==> config.mk <==
export PLATFORM = sky130hd
export DESIGN_NAME = deadline_ordered_job_queue_core
export DESIGN_NICKNAME = d
export VERILOG_FILES = /design/src/sv/djq_pkg.sv /design/src/sv/deadline_ordered_job_queue_core.sv /design/src/sv/djq_store.sv
export SDC_FILE = /design/constraint.sdc
export NUM_CORES = 2
export LEC_CHECK = 0
export BUFFER_PORTS_ARGS = -buffer_cell sky130_fd_sc_hd__buf_2
export CAP_MARGIN = 20
export CORE_MARGIN = 2
export CORE_UTILIZATION = 35
export CTS_CLUSTER_DIAMETER = 80
export CTS_CLUSTER_SIZE = 30
export DETAILED_ROUTE_END_ITERATION = 10
export GPL_TIMING_DRIVEN = 0
export HOLD_SLACK_MARGIN = 0.15
export RECOVER_POWER = 100
export SLEW_MARGIN = 5
export SYNTH_ARGS = -nofsm -noshare
export SYNTH_HDL_FRONTEND = slang
export SYNTH_HIERARCHICAL = 1
export SYNTH_SLANG_ARGS = --single-unit
==> constraint.sdc <==
create_clock -name i_clk -period 9.1 [get_ports i_clk]
set_input_delay 1.82 -clock i_clk [delete_from_list [all_inputs] [get_ports i_clk]]
set_output_delay 1.82 -clock i_clk [all_outputs]
set_load 0.02 [all_outputs]
==> src/sv/djq_pkg.sv <==
// Shared types and codes for the deadline ordered job queue.
// No dependencies; used by djq_store and deadline_ordered_job_queue_core.
package djq_pkg;

    // Request selector carried on the input tuser
    localparam logic CMD_ADD  = 1'b0;
    localparam logic CMD_TICK = 1'b1;

    localparam int unsigned ID_BITS = 16;

    // Result kind carried on the output tuser
    typedef enum logic [1:0] {
        KIND_ACCEPT = 2'd0,
        KIND_FULL   = 2'd1,
        KIND_FIRED  = 2'd2,
        KIND_IDLE   = 2'd3
    } t_kind;

    // Strobes from the sequencer to the job store
    typedef struct packed {
        logic wr_en;
        logic rd_en;
    } t_mem_ctl;

endpackage

==> src/sv/deadline_ordered_job_queue_core.sv <==
// Sorted timer queue: jobs held in a circular store in deadline order.
// Add: walks from the tail one entry per cycle, comparing every later deadline and the first one
// at or before it; a full queue rejects the job without comparing.
// Tick: pops every due job from the head in deadline order; output stalls hold it.
// One request in flight, ready only when idle: ready rises as the last result of a request is registered.
// Reset (synchronous, i_rst_n low) empties the queue; the store needs no clearing pass.
module deadline_ordered_job_queue_core #(
    parameter int DEPTH     = 16,
    parameter int TIME_BITS = 48
) (
    input  logic i_clk,
    input  logic i_rst_n,
    input  logic i_s_tvalid,
    output logic o_s_tready,
    // tdata: when [TIME_BITS-1:0], job_id [TIME_BITS+15:TIME_BITS], zero pad
    input  logic [((TIME_BITS+djq_pkg::ID_BITS+7)/8)*8-1:0] i_s_tdata,
    // tuser: cmd
    input  logic i_s_tuser,
    output logic o_m_tvalid,
    input  logic i_m_tready,
    // tdata: fired_id [15:0], fired_deadline [TIME_BITS+15:16], zero pad
    output logic [((TIME_BITS+djq_pkg::ID_BITS+7)/8)*8-1:0] o_m_tdata,
    // tuser: kind
    output logic [1:0] o_m_tuser,
    output logic o_m_tlast
);
    import djq_pkg::*;

    localparam int AW = $clog2(DEPTH);
    localparam int CW = $clog2(DEPTH + 1);
    localparam int EW = TIME_BITS + ID_BITS;
    localparam int DW = ((TIME_BITS + ID_BITS + 7) / 8) * 8;

    typedef enum logic [2:0] {
        S_IDLE,
        S_A_START,
        S_A_CMP,
        S_A_PUT,
        S_T_START,
        S_T_CMP,
        S_T_LAST
    } t_state;

    t_state               r_state;
    logic [TIME_BITS-1:0] r_when;
    logic [ID_BITS-1:0]   r_id;
    logic [AW-1:0]        r_head;
    logic [CW-1:0]        r_count;
    logic [CW-1:0]        r_idx;
    logic                 r_have;
    logic [TIME_BITS-1:0] r_cur_dl;
    logic [ID_BITS-1:0]   r_cur_id;

    logic                 r_ovalid;
    t_kind                r_okind;
    logic [ID_BITS-1:0]   r_oid;
    logic [TIME_BITS-1:0] r_odl;
    logic                 r_olast;

    t_mem_ctl             mem_ctl;
    logic [AW-1:0]        wr_addr;
    logic [AW-1:0]        rd_addr;
    logic [EW-1:0]        wr_data;
    logic [EW-1:0]        rd_data;
    logic [TIME_BITS-1:0] rd_dl;
    logic [ID_BITS-1:0]   rd_id;
    logic                 later;
    logic                 out_free;
    logic                 s_accept;
    logic                 count_full;
    logic                 count_zero;

    function automatic logic [AW-1:0] wrap(input logic [AW-1:0] head, input logic [AW-1:0] off);
        logic [AW:0] sum;
        sum = {1'b0, head} + {1'b0, off};
        if (sum >= (AW+1)'(DEPTH)) begin
            sum = sum - (AW+1)'(DEPTH);
        end
        return sum[AW-1:0];
    endfunction

    assign rd_dl      = rd_data[TIME_BITS-1:0];
    assign rd_id      = rd_data[EW-1:TIME_BITS];
    // Shared compare unit: stored deadline strictly later than the request time
    assign later      = rd_dl > r_when;
    assign out_free   = !r_ovalid || i_m_tready;
    assign s_accept   = i_s_tvalid && o_s_tready;
    assign count_full = (r_count == CW'(DEPTH));
    assign count_zero = (r_count == '0);

    always_comb begin
        mem_ctl = '0;
        wr_addr = wrap(r_head, AW'(r_idx));
        wr_data = {r_id, r_when};
        rd_addr = r_head;
        unique case (r_state)
            S_A_START: begin
                if (!count_full && !count_zero) begin
                    mem_ctl.rd_en = 1'b1;
                    rd_addr       = wrap(r_head, AW'(r_count - 1'b1));
                end
            end
            S_A_CMP: begin
                // Shift the later entry up one slot and fetch the one below it
                if (later) begin
                    mem_ctl.wr_en = 1'b1;
                    wr_data       = rd_data;
                    if (r_idx > CW'(1)) begin
                        mem_ctl.rd_en = 1'b1;
                        rd_addr       = wrap(r_head, AW'(r_idx - CW'(2)));
                    end
                end
            end
            S_A_PUT: begin
                mem_ctl.wr_en = out_free;
            end
            S_T_START: begin
                mem_ctl.rd_en = !count_zero;
            end
            S_T_CMP: begin
                if (out_free && !later && r_count > CW'(1)) begin
                    mem_ctl.rd_en = 1'b1;
                    rd_addr       = wrap(r_head, AW'(1));
                end
            end
            default: begin
                mem_ctl = '0;
            end
        endcase
    end

    djq_store #(
        .DEPTH (DEPTH),
        .WIDTH (EW)
    ) u_store (
        .i_clk     (i_clk),
        .i_ctl     (mem_ctl),
        .i_wr_addr (wr_addr),
        .i_wr_data (wr_data),
        .i_rd_addr (rd_addr),
        .o_rd_data (rd_data)
    );

    always_ff @(posedge i_clk) begin
        if (!i_rst_n) begin
            r_state  <= S_IDLE;
            r_head   <= '0;
            r_count  <= '0;
            r_have   <= 1'b0;
            r_ovalid <= 1'b0;
        end else begin
            if (i_m_tready) begin
                r_ovalid <= 1'b0;
            end
            unique case (r_state)
                S_IDLE: begin
                    if (s_accept) begin
                        r_when  <= i_s_tdata[TIME_BITS-1:0];
                        r_id    <= i_s_tdata[TIME_BITS +: ID_BITS];
                        r_have  <= 1'b0;
                        r_state <= (i_s_tuser == CMD_ADD) ? S_A_START : S_T_START;
                    end
                end
                S_A_START: begin
                    r_idx <= r_count;
                    if (count_full) begin
                        // Drop the job, store unchanged
                        if (out_free) begin
                            r_ovalid <= 1'b1;
                            r_okind  <= KIND_FULL;
                            r_oid    <= '0;
                            r_odl    <= '0;
                            r_olast  <= 1'b1;
                            r_state  <= S_IDLE;
                        end
                    end else if (count_zero) begin
                        r_state <= S_A_PUT;
                    end else begin
                        r_state <= S_A_CMP;
                    end
                end
                S_A_CMP: begin
                    if (later) begin
                        r_idx <= r_idx - 1'b1;
                        if (r_idx == CW'(1)) begin
                            r_state <= S_A_PUT;
                        end
                    end else begin
                        r_state <= S_A_PUT;
                    end
                end
                S_A_PUT: begin
                    if (out_free) begin
                        r_count  <= r_count + 1'b1;
                        r_ovalid <= 1'b1;
                        r_okind  <= KIND_ACCEPT;
                        r_oid    <= '0;
                        r_odl    <= '0;
                        r_olast  <= 1'b1;
                        r_state  <= S_IDLE;
                    end
                end
                S_T_START: begin
                    if (count_zero) begin
                        if (out_free) begin
                            r_ovalid <= 1'b1;
                            r_okind  <= KIND_IDLE;
                            r_oid    <= '0;
                            r_odl    <= '0;
                            r_olast  <= 1'b1;
                            r_state  <= S_IDLE;
                        end
                    end else begin
                        r_state <= S_T_CMP;
                    end
                end
                S_T_CMP: begin
                    // Hold the previous fired job until the next entry tells if it was the last
                    if (out_free) begin
                        if (r_have) begin
                            r_ovalid <= 1'b1;
                            r_okind  <= KIND_FIRED;
                            r_oid    <= r_cur_id;
                            r_odl    <= r_cur_dl;
                            r_olast  <= later;
                        end else if (later) begin
                            r_ovalid <= 1'b1;
                            r_okind  <= KIND_IDLE;
                            r_oid    <= '0;
                            r_odl    <= '0;
                            r_olast  <= 1'b1;
                        end
                        if (later) begin
                            r_state <= S_IDLE;
                        end else begin
                            // Pop the head into the pending slot
                            r_have   <= 1'b1;
                            r_cur_dl <= rd_dl;
                            r_cur_id <= rd_id;
                            r_count  <= r_count - 1'b1;
                            r_head   <= (r_head == AW'(DEPTH - 1)) ? '0 : r_head + 1'b1;
                            if (r_count == CW'(1)) begin
                                r_state <= S_T_LAST;
                            end
                        end
                    end
                end
                S_T_LAST: begin
                    if (out_free) begin
                        r_ovalid <= 1'b1;
                        r_okind  <= KIND_FIRED;
                        r_oid    <= r_cur_id;
                        r_odl    <= r_cur_dl;
                        r_olast  <= 1'b1;
                        r_state  <= S_IDLE;
                    end
                end
                default: begin
                    r_state <= S_IDLE;
                end
            endcase
        end
    end

    assign o_s_tready = (r_state == S_IDLE);
    assign o_m_tvalid = r_ovalid;
    assign o_m_tdata  = DW'({r_odl, r_oid});
    assign o_m_tuser  = r_okind;
    assign o_m_tlast  = r_olast;

    a_count_bound: assert property (@(posedge i_clk) disable iff (!i_rst_n)
        r_count <= CW'(DEPTH))
        else $error("job count above depth");

    a_add_grows: assert property (@(posedge i_clk) disable iff (!i_rst_n)
        (r_state == S_A_PUT && out_free) |=> r_count == $past(r_count) + 1'b1)
        else $error("accepted add did not grow the queue");

    a_full_keeps: assert property (@(posedge i_clk) disable iff (!i_rst_n)
        (r_state == S_A_START && count_full) |=> r_count == $past(r_count))
        else $error("rejected add changed the queue");

    a_tick_no_grow: assert property (@(posedge i_clk) disable iff (!i_rst_n)
        (r_state == S_T_CMP) |=> r_count <= $past(r_count))
        else $error("tick grew the queue");

endmodule

==> src/sv/djq_store.sv <==
// Job store: one write port and one read port with registered read data.
// Depends on djq_pkg for the strobe struct.
module djq_store #(
    parameter int DEPTH = 16,
    parameter int WIDTH = 64
) (
    input  logic                     i_clk,
    input  djq_pkg::t_mem_ctl        i_ctl,
    input  logic [$clog2(DEPTH)-1:0] i_wr_addr,
    input  logic [WIDTH-1:0]         i_wr_data,
    input  logic [$clog2(DEPTH)-1:0] i_rd_addr,
    output logic [WIDTH-1:0]         o_rd_data
);
    import djq_pkg::*;

    logic [WIDTH-1:0] r_mem [DEPTH];
    logic [WIDTH-1:0] r_rd_data;

    always_ff @(posedge i_clk) begin
        if (i_ctl.wr_en) begin
            r_mem[i_wr_addr] <= i_wr_data;
        end
        if (i_ctl.rd_en) begin
            r_rd_data <= r_mem[i_rd_addr];
        end
    end

    assign o_rd_data = r_rd_data;

endmodule

Word-level counts from Yosys, hierarchy flattened
Memory sizes are Yosys's and may differ from the RTL's. A register that Yosys moved wholly into a read port is not among the register bits. Cells that the tools add are included.

Output and inout bits: 69. RAM bits: 1024. Input port bits: 69. Logic and storage cells: 169. Register bits: 214. Memories kept: 1.

Memories: u_store.r_mem (depth 16, width 64, rd ports 1, clocked after Yosys merged registers in 1, write ports 1, line djq_store.sv:16) `logic [WIDTH-1:0] r_mem [DEPTH];`.

Eq/ne operators: 23. Add/sub/neg operators: 13. Mux-type cells: 83. Order comparisons: 7. Bitwise operators: 1. Reductions and logical operators: 27.

Operators with widths (count): $mux 48 (7); $pmux 48 s5 (1); $mux 64 (2); $mux 16 (7); $pmux 16 s5 (1); $gt 48x48->1 (1); $mux 4 (9); $mux 3 (10); $mux 1 (22); $ge 5x5->1 const B (4); $mux 2 (10); $mux 5 (4); $pmux 5 s2 (2); $ne 2x2->1 const B (9); $pmux 3 s6 (1); $reduce_and 4->1 (4); $sub 4x1->4 const B (4); $add 4x4->5 (3); $pmux 1 s4 (3); $pmux 4 s3 (1); $eq 5x1->1 const B (2); $gt 5x1->1 const B (2); $pmux 2 s5 (1); $reduce_and 10->1 (1); other kinds (26) (43).

Longest topological paths before layout
Word-level depth: 7. Mapped depth: 17. Depth with buffers taken out: 15.

By module
Netlist, hierarchy kept.

Modules (own cells, without submodules): djq_store (cells each 1647, sequential area each 32671.3 µm², instances 1, area an instance 40222.3 µm²); deadline_ordered_job_queue_core (cells each 868, sequential area each 6286.0 µm², instances 1, area an instance 10436.3 µm²).

Worst setup path after synthesis
No wires, ideal clock.

Path type: input -> register. Start: input port i_m_tready. End: memory u_store.r_mem[0][0], enable pin. Buffers on the path: 0. Arrival time: 7.322 ns. Slack: 1.214 ns. Cell stages on the path: 5. Library setup time: 0.565 ns. Data required time: 8.535 ns. Cell sequence: nand2b_1 -> nand2_1 -> a21oi_1 -> or3b_2 -> nor3_1.

RTL lines: start: declaration (line deadline_ordered_job_queue_core.sv:20) `input logic i_m_tready,`; end: declaration (line djq_store.sv:16).

Final worst setup path
Start: register u_store.r_rd_data[47], in the netlist u_store/o_rd_data[47] (read register of u_store.r_mem). End: register u_store.r_rd_data[53], in the netlist u_store/o_rd_data[53] (read register of u_store.r_mem), data pin.

Cells in the longest elaborated chain, start to end: 6. Elaborated cells on any way between the ends: 10. Those cells by class: 1 x order compare; 6 x mux; 3 x reduce/logical.

RTL lines: start: declaration (line djq_store.sv:17) `logic [WIDTH-1:0] r_rd_data;`; $gt 48x48->1 (*) (line deadline_ordered_job_queue_core.sv:85) `assign later = rd_dl > r_when;`; $logic_not 1->1 (line deadline_ordered_job_queue_core.sv:121) `if (out_free && !later && r_count > CW'(1)) begin`; $logic_and 1x1->1 (2 in series) (line deadline_ordered_job_queue_core.sv:121); $mux 4 (line deadline_ordered_job_queue_core.sv:121); $pmux 4 s3 (*) (line deadline_ordered_job_queue_core.sv:96) `unique case (r_state)`; via rd_addr[3] (line deadline_ordered_job_queue_core.sv:62) `logic [AW-1:0] rd_addr;`.

The timed path passes the listed nets; every way through them passes the cells marked *. A chain may end at the register's enable or synchronous reset.

==> reports/qor.csv <==
stage;metric;value;unit
worst_setup_path;crit-path max FO;10;
routing;via count;25530;
die;# IOs;138;
worst_setup_path;CP Data Required Time;9670;ps
routing;Avg WL per Cell;27.03;um
worst_setup_path;WS Path Type;reg2reg;
clock_tree;post-cts resize count;0;
cells_and_area;Nets;2976;
sta;fin. max-slew vios;642;
worst_setup_path;worst r2r src;u_store/o_rd_data[47]$_DFFE_PP_;
sta;Tmin final;7630;ps
yosys;post-synth cell types;70;
grt;total congestion overflow;0;
cells_and_area;Final Core Density;0.3926;
yosys;Main synth FF type;edfxtp_1;
sta;slew at the pin closest to its max-slew limit;2757;ps
flow_run;maxcap violations;38;
cells_and_area;Non-Filler Instances;4770;
grt;largest net degree at the start of global routing;42;
power;Pleak;17.14;nW
worst_setup_path;slowest CP cell;nor2_1;
clock_tree;Setup Fix Bufs, Post-CTS;0;
clock_tree;CTS clock-pin slew for the worst setup and hold paths;110;ps
worst_setup_path;R2R depth;16;
sta;Slew HR;-0.8445;
sta;RSZ-0062 raised after global routing;no;
clock_tree;worst-skew pair later-pin latency;710;ps
routing;First DRT Iteration DRCs;3242;
outcome;failing checks;DRC, capacitance limit, slew limit;
cells_and_area;Fillers;12970;
cells_and_area;register area;38960;um^2
clock_tree;clock tree from TritonCTS;done;
outcome;status;complete, but fails checks;
sta;FMAX;0.1311;GHz
cells_and_area;area occupied by multi-input gates;10790;um^2
yosys;Post-synth ARST share;0;
sta;Final Hold Fails;0;
clock_tree;CTS H-tree lvls;2;
clock_tree;CTS sink count;1302;
worst_setup_path;Worst Setup SP;u_store/o_rd_data[47]$_DFFE_PP_;
routing;Antenna Nets Post-Route;0;
worst_setup_path;RR Endpoint;u_store/o_rd_data[53]$_DFFE_PP_;
routing;Vias/cell;5.352;
clock_tree;Clock Tree Root;clkbuf_16;
routing;DR DRC count;12;
power;P per Cell Area;237.4;nW/um^2
sta;fin crit share;0.8385;
die;row count;139;
placement;Placer Congestion;0.8425;
die;Die Wd;384.4;um
die;Die Span Y;384.4;um
worst_hold_path;HP Class;reg2reg;
clock_tree;CTS Hold Bufs;0;
die;Initial Util;0.3526;
grt;Total GRT Usage;0.1734;
placement;Placed Cells incl. Taps;4680;
grt;first-pass GRT wire length;184700;um
yosys;EDFF count, synth;1288;
worst_setup_path;Worst R2R Setup Slack;1470;ps
sta;Setup violations, final;0;
cells_and_area;Design Area, Final;56390;um^2
grt;initial antenna violation count;0;
worst_setup_path;Data arrival, critical path;8200;ps
worst_setup_path;Worst setup SP type;flip-flop;
cells_and_area;commonest non-fill, non-tap cell in the layout;edfxtp_1;
yosys;sequential area share after synthesis;0.7690;
sta;Worst Skew;49.45;ps
worst_setup_path;CP most frequent cell;clkbuf_1;
worst_setup_path;crit end category;flip-flop;
die;DIE AREA;147800;um^2
sta;WHS;459.5;ps
placement;number of port buffers;137;
placement;HPWL Detailed;86880;um
cells_and_area;P&R area growth vs syn;11.32;%
placement;Area after DPL;55690;um^2
worst_setup_path;CP peak stage delay;950;ps
worst_setup_path;worst-path cell chain;ha_1 > nand4_1 > nor4_4 > nand3_1 > a31oi_1 > nor3_1 > clkbuf_1 > nor2_1 > clkbuf_1 > a21oi_1 > o211ai_1 > nor2b_1 > clkbuf_1 > clkbuf_1 > a22oi_1 > nand2_1;
yosys;synthesized area;50660;um^2
grt;vias in the first global route;25360;
sta;Total Neg Setup Slack;0;ps
worst_setup_path;Worst setup endpoint;u_store/o_rd_data[53]$_DFFE_PP_;
yosys;cells after synthesis;2515;
yosys;Avg Cell Area, Syn;20.14;um^2
yosys;yosys warns;6;
routing;final WL;128900;um
yosys;synthesis-stage register bit count;1302;
cells_and_area;fraction of layout cells with a size suffix above 1;0.1661;
power;Peak supply drop;0.0001519;V
yosys;Synthesized Nets;2651;
routing;DR pass1 iterations;8;
clock_tree;Num CTS Buffers;58;
cells_and_area;commonest cells after routing, fill and taps aside;edfxtp_1, clkbuf_1, mux4_2;
die;core area;143700;um^2
clock_tree;clock tree buffer depth;3;
## synthesized netlist by cell type, drive strengths merged (2+ instances only)
cell type	count	area [um^2]
edfxtp	1288	38680
mux4	256	5766
nand2	152	570.6
a22oi	133	998.5
o21ai	83	419.2
and2	70	437.9
clkbuf	65	244.0
buf	64	409.1
ha	64	800.8
inv	64	240.2
nor2	42	165.2
a21oi	41	209.0
nand4	19	131.4
nor3	19	100.1
mux2	18	202.7
dfxtp	14	280.3
nand3	12	60.06
xnor2	9	78.83
mux2i	7	70.07
nand2b	6	37.54
nor2b	6	37.54
o211ai	6	63.81
or3	6	37.54
xor2	6	52.55
a31oi	5	31.28
nor4	5	46.29
a21o	4	30.03
and3	4	25.02
o221a	4	45.04
o22ai	4	25.02
a21boi	3	22.52
a311o	3	30.03
fa	3	60.06
nand3b	3	22.52
nor3b	3	22.52
o21a	3	22.52
a221oi	2	17.52
a32oi	2	17.52
o221ai	2	23.77
o311ai	2	17.52
## worst max-delay path, delay by kind of cell, from the launching register on
kind,cells,cell delay [ps]
AOI/OAI and AO/OA,4,1190
adders and majority gates,1,370
buffers and inverters,4,2520
DFF,1,570
and+or+nand+nor,7,2800
## worst min-delay path by stage
| stage | start | to | slack, ps | depth (start not counted) |
|---|---|---|---|---|
| floorplan | u_store/o_rd_data[48]$_DFFE_PP_ | r_cur_id[0]$_DFFE_PP_ | 420 | 0 |
| global placement | u_store/o_rd_data[53]$_DFFE_PP_ | r_cur_id[5]$_DFFE_PP_ | 430 | 0 |
| detailed placement | u_store/o_rd_data[53]$_DFFE_PP_ | r_cur_id[5]$_DFFE_PP_ | 430 | 0 |
| CTS | u_store/o_rd_data[53]$_DFFE_PP_ | r_cur_id[5]$_DFFE_PP_ | 460 | 0 |
| global route | u_store/o_rd_data[49]$_DFFE_PP_ | r_cur_id[1]$_DFFE_PP_ | 470 | 0 |
| finish | u_store/o_rd_data[53]$_DFFE_PP_ | r_cur_id[5]$_DFFE_PP_ | 460 | 0 |
## logic make-up (layout without fill, tap and decap cells)
logic type               count (synthesis)  after routing  share of synthesized area
multiplexers                           281            281                     0.1192
buffers and inverters                  194            544                    0.01771
AO/OA/AOI/OAI                          306            306                    0.04058
other                                    0              2                          0
AND/OR/NAND/NOR                        350            350                    0.03391
XOR/XNOR                                15             15                   0.002593
adder cells (fa/ha/maj)                 67             67                    0.01699
flip-flops                            1302           1302                     0.7690
## layout make-up
cell class                      count  area share
Sequential cell                  1302      0.6908
Multi-Input combinational cell   1019      0.1913
Tap cell                         1903     0.04222
Clock buffer                       61     0.02707
Timing Repair Buffer              265     0.02631
Buffer                            129     0.01103
Clock inverter                     24    0.006789
Inverter                           65    0.004327
Antenna cell                        2  0.00008875
## where the power goes
| part | internal (mW) | total (mW) | switching, mW |
|---|---|---|---|
| clock network | 1.31 | 3.25 | 1.94 |
| logic | 0.985 | 2.83 | 1.85 |
| registers | 7.18 | 7.31 | 0.122 |
## per-stage QoR
| stage | power [mW] | worst slack, ps |
|---|---|---|
| 3_3_place_gp | 10.29 | -6252 |
| 6_report | 13.39 | 1470 |
| 3_5_place_dp | 10.37 | 2662 |
| 2_1_floorplan | 9.236 | 1214 |
| 4_1_cts | 13.57 | 2619 |
| 5_1_grt | 13.91 | 1210 |
## flip-flops by register name, summed over array words and instances (netlist names), 16 cells and up
register and count:
r_when 48, u_store/r_mem 1024, r_id 16, r_cur_id 16, r_odl 48, r_oid 16
u_store/o_rd_data 64, r_cur_dl 48
## per-layer routing
layer / vias up / part of all wire / GRT usage
met1: 13590 / 0.42 / 0.2463
met2: 965 / 0.48 / 0.2810
li1: 10830 / - / -
met5: - / 0 / 0
met3: 153 / 0.071 / 0.02706
met4: 0 / 0.025 / 0.04145
Note: power is estimated with default switching activity, not from simulation.
